File: config.mk
export PLATFORM = sky130hd
export DESIGN_NAME = vital_sign_alarm_table_unit_flat
export DESIGN_NICKNAME = d
export VERILOG_FILES = /design/src/rtl/vsat_pkg.sv /design/src/rtl/vsat_req_if.sv /design/src/rtl/vsat_rsp_if.sv /design/src/rtl/vsat_cell.sv /design/src/rtl/vital_sign_alarm_table_unit.sv /design/src/flat_wrapper.sv
export SDC_FILE = /design/constraint.sdc
export NUM_CORES = 2
export LEC_CHECK = 0
export ABC_AREA = 1
export BUFFER_PORTS_ARGS = -buffer_cell sky130_fd_sc_hd__buf_4
export CAP_MARGIN = 20
export CORE_ASPECT_RATIO = 0.75
export CORE_MARGIN = 1
export CORE_UTILIZATION = 60
export DETAILED_ROUTE_END_ITERATION = 8
export PLACE_DENSITY = 0.77
export SLEW_MARGIN = 30
export SYNTH_ARGS = -nofsm -noshare
export SYNTH_HDL_FRONTEND = slang
export SYNTH_SLANG_ARGS = --single-unit
File: constraint.sdc
create_clock -name clk -period 10.61 [get_ports clk]
set_clock_uncertainty 0.1 [all_clocks]
set_input_delay 2.6525 -clock clk [delete_from_list [all_inputs] [get_ports clk]]
set_output_delay 2.6525 -clock clk [all_outputs]
set_load 0.005 [all_outputs]
File: src/rtl/vsat_pkg.sv
`default_nettype none

package vsat_pkg;

    localparam int RECORDS = 16;
    localparam int SLOT_W  = (RECORDS > 1) ? $clog2(RECORDS) : 1;
    localparam int CNT_W   = $clog2(RECORDS + 1);

    localparam int CFG_IDX_W  = 3;
    localparam int CFG_DATA_W = 32;

    localparam logic [CFG_IDX_W-1:0] CFG_EN_LOCAL    = 3'd0;
    localparam logic [CFG_IDX_W-1:0] CFG_EN_DEDUP    = 3'd1;
    localparam logic [CFG_IDX_W-1:0] CFG_WINDOW_MS   = 3'd2;
    localparam logic [CFG_IDX_W-1:0] CFG_HEART_HIGH  = 3'd3;
    localparam logic [CFG_IDX_W-1:0] CFG_HEART_LOW   = 3'd4;
    localparam logic [CFG_IDX_W-1:0] CFG_BREATH_HIGH = 3'd5;
    localparam logic [CFG_IDX_W-1:0] CFG_BREATH_LOW  = 3'd6;

    localparam logic        RST_EN_LOCAL    = 1'b1;
    localparam logic        RST_EN_DEDUP    = 1'b1;
    localparam int          RST_WINDOW_MS   = 60000;
    localparam logic [31:0] RST_WINDOW_S    = 32'(RST_WINDOW_MS / 1000);
    localparam logic [7:0]  RST_HEART_HIGH  = 8'd120;
    localparam logic [7:0]  RST_HEART_LOW   = 8'd40;
    localparam logic [7:0]  RST_BREATH_HIGH = 8'd30;
    localparam logic [7:0]  RST_BREATH_LOW  = 8'd8;

    // floor(x / 1000) = (x * DIV1000_MUL) >> DIV1000_SHIFT for any 32-bit x
    localparam logic [31:0] DIV1000_MUL   = 32'd274877907;
    localparam int          DIV1000_SHIFT = 38;

    localparam logic [2:0] MODE_HEART  = 3'd0;
    localparam logic [2:0] MODE_BREATH = 3'd1;
    localparam logic [2:0] MODE_MOVE   = 3'd2;
    localparam logic [2:0] MODE_TRIG   = 3'd3;
    localparam logic [2:0] MODE_ACK    = 3'd4;
    localparam logic [2:0] MODE_CLR    = 3'd5;
    localparam logic [2:0] MODE_CLRALL = 3'd6;

    localparam logic [1:0] STAT_OK      = 2'd0;
    localparam logic [1:0] STAT_INVALID = 2'd1;
    localparam logic [1:0] STAT_FULL    = 2'd2;

    localparam logic [1:0] REC_IDLE = 2'd0;
    localparam logic [1:0] REC_TRIG = 2'd1;
    localparam logic [1:0] REC_ACK  = 2'd2;
    localparam logic [1:0] REC_CLR  = 2'd3;

    localparam logic [2:0] OP_NONE   = 3'd0;
    localparam logic [2:0] OP_RAISE  = 3'd1;
    localparam logic [2:0] OP_ACK    = 3'd2;
    localparam logic [2:0] OP_CLR    = 3'd3;
    localparam logic [2:0] OP_CLRALL = 3'd4;

    localparam logic [3:0] TYPE_NONE        = 4'd0;
    localparam logic [3:0] TYPE_HEART_HIGH  = 4'd1;
    localparam logic [3:0] TYPE_HEART_LOW   = 4'd2;
    localparam logic [3:0] TYPE_BREATH_HIGH = 4'd3;
    localparam logic [3:0] TYPE_BREATH_LOW  = 4'd4;
    localparam logic [3:0] TYPE_NO_MOVE     = 4'd5;
    localparam logic [3:0] TYPE_MAX         = 4'd8;

    localparam logic [1:0] LVL_WARN = 2'd1;
    localparam logic [1:0] LVL_CRIT = 2'd2;

    // broadcast to every cell for the whole item
    typedef struct packed {
        logic [2:0]        op;
        logic [SLOT_W-1:0] slot;
        logic [3:0]        atype;
        logic [1:0]        level;
        logic [7:0]        value;
        logic [31:0]       now;
        logic [31:0]       win;
    } cell_cmd_t;

    // token passed cell to cell
    typedef struct packed {
        logic              valid;
        logic              dup;
        logic              found;
        logic [SLOT_W-1:0] slot;
        logic [CNT_W-1:0]  cnt;
    } scan_t;

endpackage

`default_nettype wire

File: src/rtl/vsat_req_if.sv
`default_nettype none

interface vsat_req_if;
    logic        valid;
    logic        ready;
    logic [2:0]  mode;
    logic [7:0]  sample_value;
    logic [3:0]  trig_kind;
    logic [1:0]  trig_level;
    logic [7:0]  alarm_index;
    logic [31:0] now_seconds;

    modport source (
        output valid, mode, sample_value, trig_kind, trig_level, alarm_index, now_seconds,
        input  ready
    );
    modport sink (
        input  valid, mode, sample_value, trig_kind, trig_level, alarm_index, now_seconds,
        output ready
    );
endinterface

`default_nettype wire

File: src/rtl/vsat_rsp_if.sv
`default_nettype none

interface vsat_rsp_if;
    logic        valid;
    logic        ready;
    logic [1:0]  status;
    logic        raised;
    logic        dedup_hit;
    logic [7:0]  raised_slot;
    logic [3:0]  raised_type;
    logic [1:0]  raised_level;
    logic [7:0]  raised_value;
    logic [31:0] raised_time;
    logic        local_active;
    logic [31:0] trig_total;
    logic [31:0] ack_total;
    logic [31:0] clear_total;

    modport source (
        output valid, status, raised, dedup_hit, raised_slot, raised_type, raised_level,
               raised_value, raised_time, local_active, trig_total,
               ack_total, clear_total,
        input  ready
    );
    modport sink (
        input  valid, status, raised, dedup_hit, raised_slot, raised_type, raised_level,
               raised_value, raised_time, local_active, trig_total,
               ack_total, clear_total,
        output ready
    );
endinterface

`default_nettype wire

File: src/rtl/vsat_cell.sv
`default_nettype none

module vsat_cell (
    input  logic                            clk,
    input  logic                            rst_n,
    input  vsat_pkg::cell_cmd_t             cmd,
    input  logic                            wr,
    input  logic [vsat_pkg::SLOT_W-1:0]     slot_id,
    input  vsat_pkg::scan_t                 scan_in,
    output vsat_pkg::scan_t                 scan_out
);
    import vsat_pkg::*;

    logic [1:0]  rec_state_reg, rec_state_next;
    logic [3:0]  rec_type_reg;
    logic [1:0]  rec_level_reg;
    logic [7:0]  rec_value_reg;
    logic [31:0] rec_time_reg;
    scan_t       scan_reg, scan_next;

    logic [31:0] age;
    logic        mine;
    logic        match;
    logic        free;
    logic        hit;

    always_comb
    begin
        mine  = (cmd.slot == slot_id);
        age   = cmd.now - rec_time_reg;
        match = (rec_state_reg == REC_TRIG) && (rec_type_reg == cmd.atype) && (age < cmd.win);
        free  = (rec_state_reg == REC_IDLE) || (rec_state_reg == REC_CLR);
        hit   = 1'b0;
        rec_state_next = rec_state_reg;
        scan_next      = scan_in;
        if (scan_in.valid)
        begin
            case (cmd.op)
                OP_RAISE:
                begin
                    if (match)
                    begin
                        scan_next.dup = 1'b1;
                    end
                    if (!scan_in.found && free)
                    begin
                        scan_next.found = 1'b1;
                        scan_next.slot  = slot_id;
                    end
                end
                OP_ACK:
                begin
                    if (mine && rec_state_reg == REC_TRIG)
                    begin
                        hit            = 1'b1;
                        rec_state_next = REC_ACK;
                    end
                end
                OP_CLR:
                begin
                    if (mine && rec_state_reg != REC_CLR)
                    begin
                        hit            = 1'b1;
                        rec_state_next = REC_CLR;
                    end
                end
                OP_CLRALL:
                begin
                    if (rec_state_reg != REC_CLR)
                    begin
                        hit            = 1'b1;
                        rec_state_next = REC_CLR;
                    end
                end
                default:
                begin
                end
            endcase
        end
        if (hit)
        begin
            scan_next.cnt = scan_in.cnt + CNT_W'(1);
        end
        if (wr && mine)
        begin
            rec_state_next = REC_TRIG;
        end
    end

    always_ff @(posedge clk or negedge rst_n)
    begin
        if (!rst_n)
        begin
            rec_state_reg <= REC_IDLE;
            scan_reg      <= '0;
        end
        else
        begin
            rec_state_reg <= rec_state_next;
            scan_reg      <= scan_next;
        end
    end

    always_ff @(posedge clk)
    begin
        if (wr && mine)
        begin
            rec_type_reg  <= cmd.atype;
            rec_level_reg <= cmd.level;
            rec_value_reg <= cmd.value;
            rec_time_reg  <= cmd.now;
        end
    end

    assign scan_out = scan_reg;

endmodule

`default_nettype wire

File: src/rtl/vital_sign_alarm_table_unit.sv
// Channel  Modport  Direction  Word
// req      sink     in         mode, sample, type, level, index, time
// rsp      source   out        status, raised record, counters
// cfg      -        in         cfg_we / cfg_idx / cfg_data, write only
//
// One item at a time. A raise that stores a record goes from S_SCAN through
// S_APPLY to S_DONE, other table ops from S_SCAN to S_DONE, no-ops straight to
// S_DONE; the token walks the row of RECORDS record cells one cell per cycle.
// rsp is registered, so the next word is taken while a result waits. rst_n clears every record to idle.
`default_nettype none

module vital_sign_alarm_table_unit (
    input  logic                              clk,
    input  logic                              rst_n,
    vsat_req_if.sink                          req,
    vsat_rsp_if.source                        rsp,
    input  logic                              cfg_we,
    input  logic [vsat_pkg::CFG_IDX_W-1:0]    cfg_idx,
    input  logic [vsat_pkg::CFG_DATA_W-1:0]   cfg_data
);
    import vsat_pkg::*;

    localparam logic [1:0] S_IDLE  = 2'd0;
    localparam logic [1:0] S_SCAN  = 2'd1;
    localparam logic [1:0] S_APPLY = 2'd2;
    localparam logic [1:0] S_DONE  = 2'd3;

    logic [1:0]  state_reg, state_next;
    cell_cmd_t   cmd_reg, cmd_next;
    logic        start_reg, start_next;
    logic        wr_reg, wr_next;
    logic [1:0]  status_reg, status_next;
    logic        res_raised_reg, res_raised_next;
    logic        res_dup_reg, res_dup_next;

    logic [31:0] cnt_trig_reg, cnt_trig_next;
    logic [31:0] cnt_ack_reg, cnt_ack_next;
    logic [31:0] cnt_clr_reg, cnt_clr_next;
    logic [31:0] last_time_reg, last_time_next;
    logic        local_reg, local_next;

    logic        en_local_reg, en_local_next;
    logic        en_dedup_reg, en_dedup_next;
    logic [31:0] win_reg, win_next;
    logic [7:0]  heart_high_reg, heart_high_next;
    logic [7:0]  heart_low_reg, heart_low_next;
    logic [7:0]  breath_high_reg, breath_high_next;
    logic [7:0]  breath_low_reg, breath_low_next;

    logic        out_valid_reg, out_valid_next;
    logic [1:0]  out_status_reg, out_status_next;
    logic        out_raised_reg, out_raised_next;
    logic        out_dup_reg, out_dup_next;
    logic [7:0]  out_slot_reg, out_slot_next;
    logic [3:0]  out_type_reg, out_type_next;
    logic [1:0]  out_level_reg, out_level_next;
    logic [7:0]  out_value_reg, out_value_next;
    logic [31:0] out_time_reg, out_time_next;
    logic        out_local_reg, out_local_next;
    logic [31:0] out_trig_reg, out_trig_next;
    logic [31:0] out_ack_reg, out_ack_next;
    logic [31:0] out_clr_reg, out_clr_next;

    logic [63:0]       win_prod;
    logic [2:0]        dec_op;
    logic [1:0]        dec_status;
    logic [3:0]        dec_type;
    logic [1:0]        dec_level;
    logic [7:0]        dec_value;
    logic              idx_bad;
    scan_t             head_tok;
    scan_t             chain [RECORDS+1];
    scan_t             tail;

    assign win_prod = 64'(cfg_data) * 64'(DIV1000_MUL);
    assign idx_bad  = ({1'b0, req.alarm_index} >= 9'(RECORDS));

    always_comb
    begin
        dec_op     = OP_NONE;
        dec_status = STAT_OK;
        dec_type   = TYPE_NONE;
        dec_level  = 2'd0;
        dec_value  = req.sample_value;
        case (req.mode)
            MODE_HEART:
            begin
                if (req.sample_value > heart_high_reg)
                begin
                    dec_op    = OP_RAISE;
                    dec_type  = TYPE_HEART_HIGH;
                    dec_level = LVL_WARN;
                end
                else if (req.sample_value != 8'd0 && req.sample_value < heart_low_reg)
                begin
                    dec_op    = OP_RAISE;
                    dec_type  = TYPE_HEART_LOW;
                    dec_level = LVL_CRIT;
                end
            end
            MODE_BREATH:
            begin
                if (req.sample_value > breath_high_reg)
                begin
                    dec_op    = OP_RAISE;
                    dec_type  = TYPE_BREATH_HIGH;
                    dec_level = LVL_WARN;
                end
                else if (req.sample_value != 8'd0 && req.sample_value < breath_low_reg)
                begin
                    dec_op    = OP_RAISE;
                    dec_type  = TYPE_BREATH_LOW;
                    dec_level = LVL_CRIT;
                end
            end
            MODE_MOVE:
            begin
                if (req.sample_value == 8'd0)
                begin
                    dec_op    = OP_RAISE;
                    dec_type  = TYPE_NO_MOVE;
                    dec_level = LVL_WARN;
                end
            end
            MODE_TRIG:
            begin
                if (req.trig_kind == TYPE_NONE || req.trig_kind > TYPE_MAX)
                begin
                    dec_status = STAT_INVALID;
                end
                else
                begin
                    dec_op    = OP_RAISE;
                    dec_type  = req.trig_kind;
                    dec_level = req.trig_level;
                end
            end
            MODE_ACK:
            begin
                if (idx_bad)
                begin
                    dec_status = STAT_INVALID;
                end
                else
                begin
                    dec_op = OP_ACK;
                end
            end
            MODE_CLR:
            begin
                if (idx_bad)
                begin
                    dec_status = STAT_INVALID;
                end
                else
                begin
                    dec_op = OP_CLR;
                end
            end
            MODE_CLRALL:
            begin
                dec_op = OP_CLRALL;
            end
            default:
            begin
                dec_status = STAT_INVALID;
            end
        endcase
    end

    always_comb
    begin
        head_tok       = '0;
        head_tok.valid = start_reg;
    end

    assign chain[0] = head_tok;
    assign tail     = chain[RECORDS];

    for (genvar g = 0; g < RECORDS; g++)
    begin : g_cell
        vsat_cell u_cell (
            .clk      (clk),
            .rst_n    (rst_n),
            .cmd      (cmd_reg),
            .wr       (wr_reg),
            .slot_id  (SLOT_W'(g)),
            .scan_in  (chain[g]),
            .scan_out (chain[g+1])
        );
    end

    always_comb
    begin
        state_next       = state_reg;
        cmd_next         = cmd_reg;
        start_next       = 1'b0;
        wr_next          = wr_reg;
        status_next      = status_reg;
        res_raised_next  = res_raised_reg;
        res_dup_next     = res_dup_reg;
        cnt_trig_next    = cnt_trig_reg;
        cnt_ack_next     = cnt_ack_reg;
        cnt_clr_next     = cnt_clr_reg;
        last_time_next   = last_time_reg;
        local_next       = local_reg;
        en_local_next    = en_local_reg;
        en_dedup_next    = en_dedup_reg;
        win_next         = win_reg;
        heart_high_next  = heart_high_reg;
        heart_low_next   = heart_low_reg;
        breath_high_next = breath_high_reg;
        breath_low_next  = breath_low_reg;
        out_valid_next   = out_valid_reg & ~rsp.ready;
        out_status_next  = out_status_reg;
        out_raised_next  = out_raised_reg;
        out_dup_next     = out_dup_reg;
        out_slot_next    = out_slot_reg;
        out_type_next    = out_type_reg;
        out_level_next   = out_level_reg;
        out_value_next   = out_value_reg;
        out_time_next    = out_time_reg;
        out_local_next   = out_local_reg;
        out_trig_next    = out_trig_reg;
        out_ack_next     = out_ack_reg;
        out_clr_next     = out_clr_reg;

        if (cfg_we)
        begin
            case (cfg_idx)
                CFG_EN_LOCAL:    en_local_next    = cfg_data[0];
                CFG_EN_DEDUP:    en_dedup_next    = cfg_data[0];
                CFG_WINDOW_MS:   win_next         = 32'(win_prod >> DIV1000_SHIFT);
                CFG_HEART_HIGH:  heart_high_next  = cfg_data[7:0];
                CFG_HEART_LOW:   heart_low_next   = cfg_data[7:0];
                CFG_BREATH_HIGH: breath_high_next = cfg_data[7:0];
                CFG_BREATH_LOW:  breath_low_next  = cfg_data[7:0];
                default:
                begin
                end
            endcase
        end

        case (state_reg)
            S_IDLE:
            begin
                if (req.valid)
                begin
                    cmd_next.op     = dec_op;
                    cmd_next.slot   = req.alarm_index[SLOT_W-1:0];
                    cmd_next.atype  = dec_type;
                    cmd_next.level  = dec_level;
                    cmd_next.value  = dec_value;
                    cmd_next.now    = req.now_seconds;
                    cmd_next.win    = win_reg;
                    status_next     = dec_status;
                    res_raised_next = 1'b0;
                    res_dup_next    = 1'b0;
                    if (dec_op == OP_NONE)
                    begin
                        state_next = S_DONE;
                    end
                    else
                    begin
                        start_next = 1'b1;
                        state_next = S_SCAN;
                    end
                end
            end
            S_SCAN:
            begin
                if (tail.valid)
                begin
                    state_next = S_DONE;
                    case (cmd_reg.op)
                        OP_RAISE:
                        begin
                            if (en_dedup_reg && tail.dup)
                            begin
                                res_dup_next = 1'b1;
                            end
                            else if (!tail.found)
                            begin
                                status_next = STAT_FULL;
                            end
                            else
                            begin
                                wr_next         = 1'b1;
                                cmd_next.slot   = tail.slot;
                                res_raised_next = 1'b1;
                                cnt_trig_next   = cnt_trig_reg + 32'd1;
                                last_time_next  = cmd_reg.now;
                                local_next      = local_reg | en_local_reg;
                                state_next      = S_APPLY;
                            end
                        end
                        OP_ACK:
                        begin
                            cnt_ack_next = cnt_ack_reg + 32'(tail.cnt);
                        end
                        OP_CLR, OP_CLRALL:
                        begin
                            cnt_clr_next = cnt_clr_reg + 32'(tail.cnt);
                        end
                        default:
                        begin
                        end
                    endcase
                end
            end
            S_APPLY:
            begin
                wr_next    = 1'b0;
                state_next = S_DONE;
            end
            S_DONE:
            begin
                if (!out_valid_reg || rsp.ready)
                begin
                    out_valid_next  = 1'b1;
                    out_status_next = status_reg;
                    out_raised_next = res_raised_reg;
                    out_dup_next    = res_dup_reg;
                    out_slot_next   = res_raised_reg ? 8'(cmd_reg.slot) : 8'd0;
                    out_type_next   = res_raised_reg ? cmd_reg.atype : 4'd0;
                    out_level_next  = res_raised_reg ? cmd_reg.level : 2'd0;
                    out_value_next  = res_raised_reg ? cmd_reg.value : 8'd0;
                    out_time_next   = last_time_reg;
                    out_local_next  = local_reg;
                    out_trig_next   = cnt_trig_reg;
                    out_ack_next    = cnt_ack_reg;
                    out_clr_next    = cnt_clr_reg;
                    state_next      = S_IDLE;
                end
            end
            default:
            begin
                state_next = S_IDLE;
            end
        endcase
    end

    always_ff @(posedge clk or negedge rst_n)
    begin
        if (!rst_n)
        begin
            state_reg       <= S_IDLE;
            start_reg       <= 1'b0;
            wr_reg          <= 1'b0;
            out_valid_reg   <= 1'b0;
            cnt_trig_reg    <= '0;
            cnt_ack_reg     <= '0;
            cnt_clr_reg     <= '0;
            last_time_reg   <= '0;
            local_reg       <= 1'b0;
            en_local_reg    <= RST_EN_LOCAL;
            en_dedup_reg    <= RST_EN_DEDUP;
            win_reg         <= RST_WINDOW_S;
            heart_high_reg  <= RST_HEART_HIGH;
            heart_low_reg   <= RST_HEART_LOW;
            breath_high_reg <= RST_BREATH_HIGH;
            breath_low_reg  <= RST_BREATH_LOW;
        end
        else
        begin
            state_reg       <= state_next;
            start_reg       <= start_next;
            wr_reg          <= wr_next;
            out_valid_reg   <= out_valid_next;
            cnt_trig_reg    <= cnt_trig_next;
            cnt_ack_reg     <= cnt_ack_next;
            cnt_clr_reg     <= cnt_clr_next;
            last_time_reg   <= last_time_next;
            local_reg       <= local_next;
            en_local_reg    <= en_local_next;
            en_dedup_reg    <= en_dedup_next;
            win_reg         <= win_next;
            heart_high_reg  <= heart_high_next;
            heart_low_reg   <= heart_low_next;
            breath_high_reg <= breath_high_next;
            breath_low_reg  <= breath_low_next;
        end
    end

    always_ff @(posedge clk)
    begin
        cmd_reg        <= cmd_next;
        status_reg     <= status_next;
        res_raised_reg <= res_raised_next;
        res_dup_reg    <= res_dup_next;
        out_status_reg <= out_status_next;
        out_raised_reg <= out_raised_next;
        out_dup_reg    <= out_dup_next;
        out_slot_reg   <= out_slot_next;
        out_type_reg   <= out_type_next;
        out_level_reg  <= out_level_next;
        out_value_reg  <= out_value_next;
        out_time_reg   <= out_time_next;
        out_local_reg  <= out_local_next;
        out_trig_reg   <= out_trig_next;
        out_ack_reg    <= out_ack_next;
        out_clr_reg    <= out_clr_next;
    end

    assign req.ready        = (state_reg == S_IDLE);
    assign rsp.valid        = out_valid_reg;
    assign rsp.status       = out_status_reg;
    assign rsp.raised       = out_raised_reg;
    assign rsp.dedup_hit    = out_dup_reg;
    assign rsp.raised_slot  = out_slot_reg;
    assign rsp.raised_type  = out_type_reg;
    assign rsp.raised_level = out_level_reg;
    assign rsp.raised_value = out_value_reg;
    assign rsp.raised_time  = out_time_reg;
    assign rsp.local_active = out_local_reg;
    assign rsp.trig_total   = out_trig_reg;
    assign rsp.ack_total    = out_ack_reg;
    assign rsp.clear_total  = out_clr_reg;

`ifndef SYNTHESIS
    a_wr_only_apply: assert property (@(posedge clk) disable iff (!rst_n)
        wr_reg |-> state_reg == S_APPLY)
        else $error("record write outside apply step");

    a_tail_in_scan: assert property (@(posedge clk) disable iff (!rst_n)
        tail.valid |-> state_reg == S_SCAN)
        else $error("scan token left the row outside a scan");

    a_apply_raised: assert property (@(posedge clk) disable iff (!rst_n)
        state_reg == S_APPLY |-> res_raised_reg && $past(state_reg) == S_SCAN)
        else $error("apply step without a raised record");

    a_done_loads: assert property (@(posedge clk) disable iff (!rst_n)
        (state_reg == S_DONE && (!out_valid_reg || rsp.ready))
            |=> rsp.valid && state_reg == S_IDLE)
        else $error("finished word not loaded into output register");
`endif

endmodule

`default_nettype wire

File: src/flat_wrapper.sv
// flat-port wrapper written by rule: the top's interface ports become plain ports
module vital_sign_alarm_table_unit_flat import vsat_pkg::*;
  (clk, rst_n, cfg_we, cfg_idx, cfg_data, req_valid, req_mode, req_sample_value, req_trig_kind, req_trig_level, req_alarm_index, req_now_seconds, req_ready, rsp_valid, rsp_status, rsp_raised, rsp_dedup_hit, rsp_raised_slot, rsp_raised_type, rsp_raised_level, rsp_raised_value, rsp_raised_time, rsp_local_active, rsp_trig_total, rsp_ack_total, rsp_clear_total, rsp_ready);
  vsat_req_if req_i ();
  vsat_rsp_if rsp_i ();
  input  logic clk;
  input  logic rst_n;
  input  logic cfg_we;
  input  logic [vsat_pkg::CFG_IDX_W-1:0] cfg_idx;
  input  logic [vsat_pkg::CFG_DATA_W-1:0] cfg_data;
  input wire logic [$bits(req_i.valid)-1:0] req_valid;
  input wire logic [$bits(req_i.mode)-1:0] req_mode;
  input wire logic [$bits(req_i.sample_value)-1:0] req_sample_value;
  input wire logic [$bits(req_i.trig_kind)-1:0] req_trig_kind;
  input wire logic [$bits(req_i.trig_level)-1:0] req_trig_level;
  input wire logic [$bits(req_i.alarm_index)-1:0] req_alarm_index;
  input wire logic [$bits(req_i.now_seconds)-1:0] req_now_seconds;
  output wire logic [$bits(req_i.ready)-1:0] req_ready;
  output wire logic [$bits(rsp_i.valid)-1:0] rsp_valid;
  output wire logic [$bits(rsp_i.status)-1:0] rsp_status;
  output wire logic [$bits(rsp_i.raised)-1:0] rsp_raised;
  output wire logic [$bits(rsp_i.dedup_hit)-1:0] rsp_dedup_hit;
  output wire logic [$bits(rsp_i.raised_slot)-1:0] rsp_raised_slot;
  output wire logic [$bits(rsp_i.raised_type)-1:0] rsp_raised_type;
  output wire logic [$bits(rsp_i.raised_level)-1:0] rsp_raised_level;
  output wire logic [$bits(rsp_i.raised_value)-1:0] rsp_raised_value;
  output wire logic [$bits(rsp_i.raised_time)-1:0] rsp_raised_time;
  output wire logic [$bits(rsp_i.local_active)-1:0] rsp_local_active;
  output wire logic [$bits(rsp_i.trig_total)-1:0] rsp_trig_total;
  output wire logic [$bits(rsp_i.ack_total)-1:0] rsp_ack_total;
  output wire logic [$bits(rsp_i.clear_total)-1:0] rsp_clear_total;
  input wire logic [$bits(rsp_i.ready)-1:0] rsp_ready;
  assign req_i.valid = req_valid;
  assign req_i.mode = req_mode;
  assign req_i.sample_value = req_sample_value;
  assign req_i.trig_kind = req_trig_kind;
  assign req_i.trig_level = req_trig_level;
  assign req_i.alarm_index = req_alarm_index;
  assign req_i.now_seconds = req_now_seconds;
  assign req_ready = req_i.ready;
  assign rsp_valid = rsp_i.valid;
  assign rsp_status = rsp_i.status;
  assign rsp_raised = rsp_i.raised;
  assign rsp_dedup_hit = rsp_i.dedup_hit;
  assign rsp_raised_slot = rsp_i.raised_slot;
  assign rsp_raised_type = rsp_i.raised_type;
  assign rsp_raised_level = rsp_i.raised_level;
  assign rsp_raised_value = rsp_i.raised_value;
  assign rsp_raised_time = rsp_i.raised_time;
  assign rsp_local_active = rsp_i.local_active;
  assign rsp_trig_total = rsp_i.trig_total;
  assign rsp_ack_total = rsp_i.ack_total;
  assign rsp_clear_total = rsp_i.clear_total;
  assign rsp_i.ready = rsp_ready;
  vital_sign_alarm_table_unit u_core (.clk(clk), .rst_n(rst_n), .req(req_i), .rsp(rsp_i), .cfg_we(cfg_we), .cfg_idx(cfg_idx), .cfg_data(cfg_data));
endmodule
## Word level (Yosys, flattened, before mapping)

Index checks and enable logic that the tools add are counted.

- Add/sub/neg operators: 34
- Multiply operators: 1
- Order comparisons: 22
- Equal/unequal tests: 154
- Muxes and demuxes: 318
- Bitwise gates (word level): 4
- Reductions and logical operators: 226

Operators by type and width:

| kind | number |
|---|---|
| 32-bit by 23-bit less-than comparator with 1-bit output | 16 |
| 32-bit subtractor | 16 |
| 2-bit two-way mux | 99 |
| 6-bit two-way mux | 32 |
| 5-bit two-way mux | 31 |
| 3-bit != test, second input constant | 48 |
| 1-bit two-way mux | 102 |
| 2-bit one-hot mux with 3 select lines | 17 |
| 1-bit logical AND | 98 |
| 5-bit AND reduction | 19 |
| 82-bit two-way mux | 1 |
| 5-bit by 1-bit adder with 5-bit output, second input constant | 15 |
| 32-bit by 5-bit adder with 32-bit output | 2 |
| 4-bit equality test | 16 |
| 4-bit nonzero test | 16 |
| 32-bit by 29-bit multiplier with 61-bit output, second input constant | 1 |
| 1-bit one-hot mux with 3 select lines | 16 |
| 2-bit != test, second input constant | 22 |
| 2-bit equality test, second input constant | 18 |
| 2-bit nonzero test | 18 |
| 2-bit by 1-bit equality test with 1-bit output, second input constant | 17 |
| 2-bit logical NOT | 17 |
| 32-bit by 1-bit adder with 32-bit output, second input constant | 1 |
| 4-bit equality test, second input constant | 8 |
| other kinds (33) | 113 |

- Bits in registers: 1,226
- Input bits: 97
- Word-level logic and storage cells: 926

## Longest topological paths before layout

- Depth in word-level cells: 9
- Gate-level depth with buffers: 28
- Mapped depth without buffers: 28

## Cells and area by module

A second synthesis with hierarchy kept.

- Cells, all modules: 13,580
- Area, all modules: 108,281.4 µm²

By module, submodules not included:

| module | instances | cells each | area an instance (µm²) | seq. area each (µm²) |
|---|---|---|---|---|
| vital_sign_alarm_table_unit | 1 | 3,569 | 33,562.2 | 11,737.5 |
| vsat_cell (u_core.g_cell[10].u_cell ...) | 7 | 637 | 4,715.8 | 1,431.4 |
| vsat_cell (u_core.g_cell[3].u_cell ...) | 7 | 615 | 4,626.9 | 1,431.4 |
| vsat_cell (u_core.g_cell[0].u_cell) | 1 | 624 | 4,699.5 | 1,431.4 |
| vsat_cell (u_core.g_cell[2].u_cell) | 1 | 623 | 4,620.7 | 1,431.4 |

## Worst setup path after synthesis

No wires, ideal clock.

- Path kind: input to register
- Start point: input port rsp_ready
- End point: register u_core.out_ack_reg[0], in the netlist u_core.rsp.ack_total[0] (enable)
- Library setup time: 711 ps
- Data arrival time: 9,913 ps
- Path slack: -115 ps
- Stages: 2
- Buffers on the path: 0
- Cell sequence: inv_1 > a21oi_1

- Word-level cells in the longest chain between the ends: 2

RTL lines:

| item | line | RTL |
|---|---|---|
| from (decl) | flat_wrapper.sv:32 | `input wire logic [$bits(rsp_i.ready)-1:0] rsp_ready;` |
| 1-bit logical OR | vital_sign_alarm_table_unit.sv:318 | `if (!out_valid_reg \|\| rsp.ready)` |
| 2-bit AND reduction (no line) | -- |  |
| to (signal assigned) | vital_sign_alarm_table_unit.sv:401 | `out_ack_reg <= out_ack_next;` |
| to (decl) | vital_sign_alarm_table_unit.sv:61 | `logic [31:0] out_ack_reg, out_ack_next;` |

No other way between the ends.
A chain may end at the register's enable or synchronous reset.

## Final worst setup path

- Start point: input port cfg_data[12] in the netlist's numbering
- End point: register u_core.win_reg[11]

- Word-level cells in the longest chain between the ends: 1

RTL lines:

| item | line | RTL |
|---|---|---|
| from (decl) | flat_wrapper.sv:10 | `input logic [vsat_pkg::CFG_DATA_W-1:0] cfg_data;` |
| 32-bit by 29-bit multiplier with 61-bit output | vital_sign_alarm_table_unit.sv:75 | `assign win_prod = 64'(cfg_data) * 64'(DIV1000_MUL);` |
| to (signal assigned) | vital_sign_alarm_table_unit.sv:377 | `win_reg <= win_next;` |
| to (decl) | vital_sign_alarm_table_unit.sv:44 | `logic [31:0] win_reg, win_next;` |

No other way between the ends.

==> run_results.csv <==
group,metric,value,unit
hold_path,min_to,"u_core.g_cell[10].u_cell.scan_out[11]$_DFF_PN0_",
die,fp.coreArea,168000,um^2
sta,fin_setup_tns,0,ps
route,wl_per_cell,22.1,um
synth,syn-cell-area,102000,um^2
cts,postCtsSetupBuffers,0,
sta,max_clock_freq,0.124,GHz
worst_setup_path,crit_path_max_fanout,11,
cells_and_area,fin_nets,15100,
sta,rsz0062_at_grt,"no",
route,vias,90900,
worst_setup_path,critical-path-top-delay-family,"adder cells",
cts,cts-hold-fix-buffers,0,
cells_and_area,final_common_cell,"nand2_1",
worst_setup_path,critical_path_buf_inv_count,5,
synth,netlist_instances,12900,
worst_setup_path,slowest_stage,"nor4_1",
worst_setup_path,rrSetupSlack,4590,ps
die,die_w,477,um
cts,cts_buffers,130,
cells_and_area,fin_util,0.666,
worst_setup_path,worstPathCellList,"buf_4 -> ha_1 -> fa_1 -> fa_1 -> inv_1 -> fa_1 -> inv_1 -> fa_1 -> fa_1 -> fa_1 -> inv_1 -> fa_1 -> inv_1 -> ha_1 -> nand2_1 -> nor4_1 -> nand4_1 -> nand3_1 -> nand2_1 -> nand3_1 -> nand2_1",
grt,grt_pass1_wl,517000,um
route,drtIter0Drc,11100,
placement,dp_hpwl,264000,um
hold_path,min_from,"u_core.g_cell[9].u_cell.scan_out[11]$_DFF_PN0_",
hold_path,hold_path_depth,0,
cts,insertion_delay,790,ps
worst_setup_path,cp-startpoint,"cfg_data[12]",
synth,synth-edff-count,807,
cells_and_area,layout-drive-gt1-share,0.0518,
outcome,violations,"DRC",
sta,drv_slew,0,
cts,clock-root-buffer,"clkbuf_16",
synth,ys_ff_latch,1197,
worst_setup_path,r2r-start,"u_core.cmd_reg[42]$_DFFE_PP_",
route,ant_nets,0,
worst_setup_path,critical_path_arrival,8650,ps
synth,ys_seq_area_frac,0.335,
die,rows,130,
grt,grt.overflow.total,0,
route,viasPerCell,5.78,
sta,hold_violations,0,
synth,async_reset_ff_frac,0.326,
cts,h-tree-depth,4,
placement,gp_congestion,1.03,
worst_setup_path,cp_common_cell,"fa_1",
synth,synthFlopType,"edfxtp_1",
power,power_density,283,nW/um^2
route,dr.pass1.iters,9,
die,pin_count,254,
cts,clock_path_buffers,3,
worst_setup_path,crit_type,"input port to flip-flop",
placement,dpl_cell_area,107000,um^2
grt,groute.usage.overall,0.402,
cts,cts.sinks,1197,
grt,grt_antenna_before_repair,32,
die,die_h,358,um
synth,synth.distinct_cells,67,
outcome,outcome,"finished, violations left",
cells_and_area,final_cell_mix,"nand2_1, inv_1, ha_1",
worst_setup_path,critPathRequiredTime,11180,ps
power,p_leak,58.1,nW
cells_and_area,stdcell_area,112000,um^2
cts,path_clk_slew,70,ps
die,start_util,0.605,
worst_setup_path,rr_endpoint,"u_core.g_cell[11].u_cell.scan_out[10]$_DFF_PN0_",
sta,min_period,8070,ps
sta,finalCritPeriodShare,0.761,
grt,grt_max_degree,152,
route,drc,8,
run,cap_violations,0,
sta,slew_headroom,0.285,
cts,cts_resized,0,
die,die_area,171000,um^2
cells_and_area,largest_register_ffs,512,
power,peakVddDrop,681,uV
grt,grt_pass1_vias,86900,
placement,dp_cells,15500,
sta,setup-violations-final,0,
worst_setup_path,cp_slowest_stage_delay,770,ps
route,finalWirelength,348000,um
hold_path,hold_class,"flip-flop to flip-flop",
sta,worst_slew_pin_slew,1070,ps
placement,place.port_buffers,249,
worst_setup_path,worstSetupStartpointType,"input port",
cts,cts_tree,"yes",
synth,syn_avg_cell_area,7.86,um^2
worst_setup_path,ff2ff_path_depth,22,
synth,synth_warnings,0,
cells_and_area,layoutNonFillerInstCount,15700,
cells_and_area,syn2layout_area_growth,9.96,%
worst_setup_path,setup.worst_path.end_class,"flip-flop",
## cell families (layout without fill, tap and decap cells)
kind of cell,count (synthesis),after routing,synth area share
other,1,9,0.0000369
AOI/OAI and AO/OA,1325,1325,0.0712
and+or+nand+nor,5655,5655,0.227
adders and majority gates,1644,1644,0.226
buffers and inverters,2569,3130,0.0953
muxes,6,6,0.000653
DFF,1197,1197,0.335
xor gates and xnor gates,515,515,0.0444
## synthesized netlist by cell type, drive strengths merged (2+ instances only)
cell type	number	area [um^2]
a211oi	20	150
a21boi	10	75.1
a21o	36	270
a21oi	724	3620
a31oi	89	557
a41oi	3	26.3
and2	11	68.8
and3	14	87.6
buf	14	88.8
clkbuf	32	120
clkinv	2	8.75
dfrtp	373	9330
dfstp	17	447
edfxtp	807	24200
fa	316	6330
ha	1328	16600
inv	2521	9460
mux2	5	56.3
nand2	3500	13100
nand2b	2	12.5
nand3	540	2740
nand3b	54	409
nand4	137	863
nor2	1164	4430
nor3	145	758
nor3b	4	35.0
nor4	43	282
o2111ai	2	17.5
o211ai	6	45.0
o21a	29	218
o21ai	322	1610
o21bai	65	488
o22ai	9	56.3
o31ai	3	22.5
or2	38	238
xnor2	172	1510
xor2	343	3000
## where the power goes
| group | total [mW] | leakage [nW] | switching, mW | internal [mW] |
|---|---|---|---|---|
| combinational | 20.7 | 43.2 | 13.9 | 6.75 |
| clock | 4.80 | 2.19 | 2.06 | 2.73 |
| sequential | 6.11 | 12.7 | 0.337 | 5.78 |
## worst max-delay path by stage
stage / cells past startpoint / endpoint / slack [ps]
final: 21 / u_core.win_reg[11]$_DFFE_PN0P_ / 2540
after global routing: 23 / u_core.win_reg[15]$_DFFE_PN0P_ / 2310
after CTS: 21 / u_core.win_reg[11]$_DFFE_PN0P_ / 2620
after detailed placement: 21 / u_core.win_reg[11]$_DFFE_PN0P_ / 1780
after global placement: 28 / u_core.win_reg[16]$_DFFE_PN0P_ / 1800
after floorplan: 24 / u_core.win_reg[19]$_DFFE_PN0P_ / 2590
## through the flow
step,hold slack (ps),total power [mW],setup slack (ps)
floorplan,254,19.4,2590
finish,305,31.6,2540
global route,320,34.0,2310
detailed placement,285,26.1,1780
global placement,278,25.8,1800
CTS,293,31.0,2620
## per-layer routing
metal | part of all wire | track usage | routed length (um) | up-vias
met3 | 0.12 | 0.102 | 43000 | 874
met2 | 0.40 | 0.585 | 140000 | 4704
li1 | - | - | - | 42300
met5 | 0.00050 | 0 | 174 | -
met4 | 0.049 | 0.172 | 17000 | 24
met1 | 0.42 | 0.568 | 147000 | 43000
## area by class of cell
| type | instances | area (um^2) |
|---|---|---|
| Antenna cell | 5 | 12.5 |
| Clock buffer | 176 | 3830 |
| Clock inverter | 62 | 626 |
| Fill cell | 14000 | 56000 |
| Inverter | 2523 | 9480 |
| Multi-Input combinational cell | 9149 | 58000 |
| Sequential cell | 1197 | 34000 |
| Tap cell | 2244 | 2810 |
| Timing Repair Buffer | 369 | 2920 |
## worst register-to-register path, delay by kind of cell (launching register included)
kind / cells / cell delay (ps)
adders and majority gates: 2 / 730
AOI/OAI and AO/OA: 1 / 140
buffers and inverters: 4 / 1390
and+or+nand+nor: 14 / 2680
DFF: 1 / 770
xor gates and xnor gates: 1 / 150
Note: power is estimated with default switching activity, not from simulation.
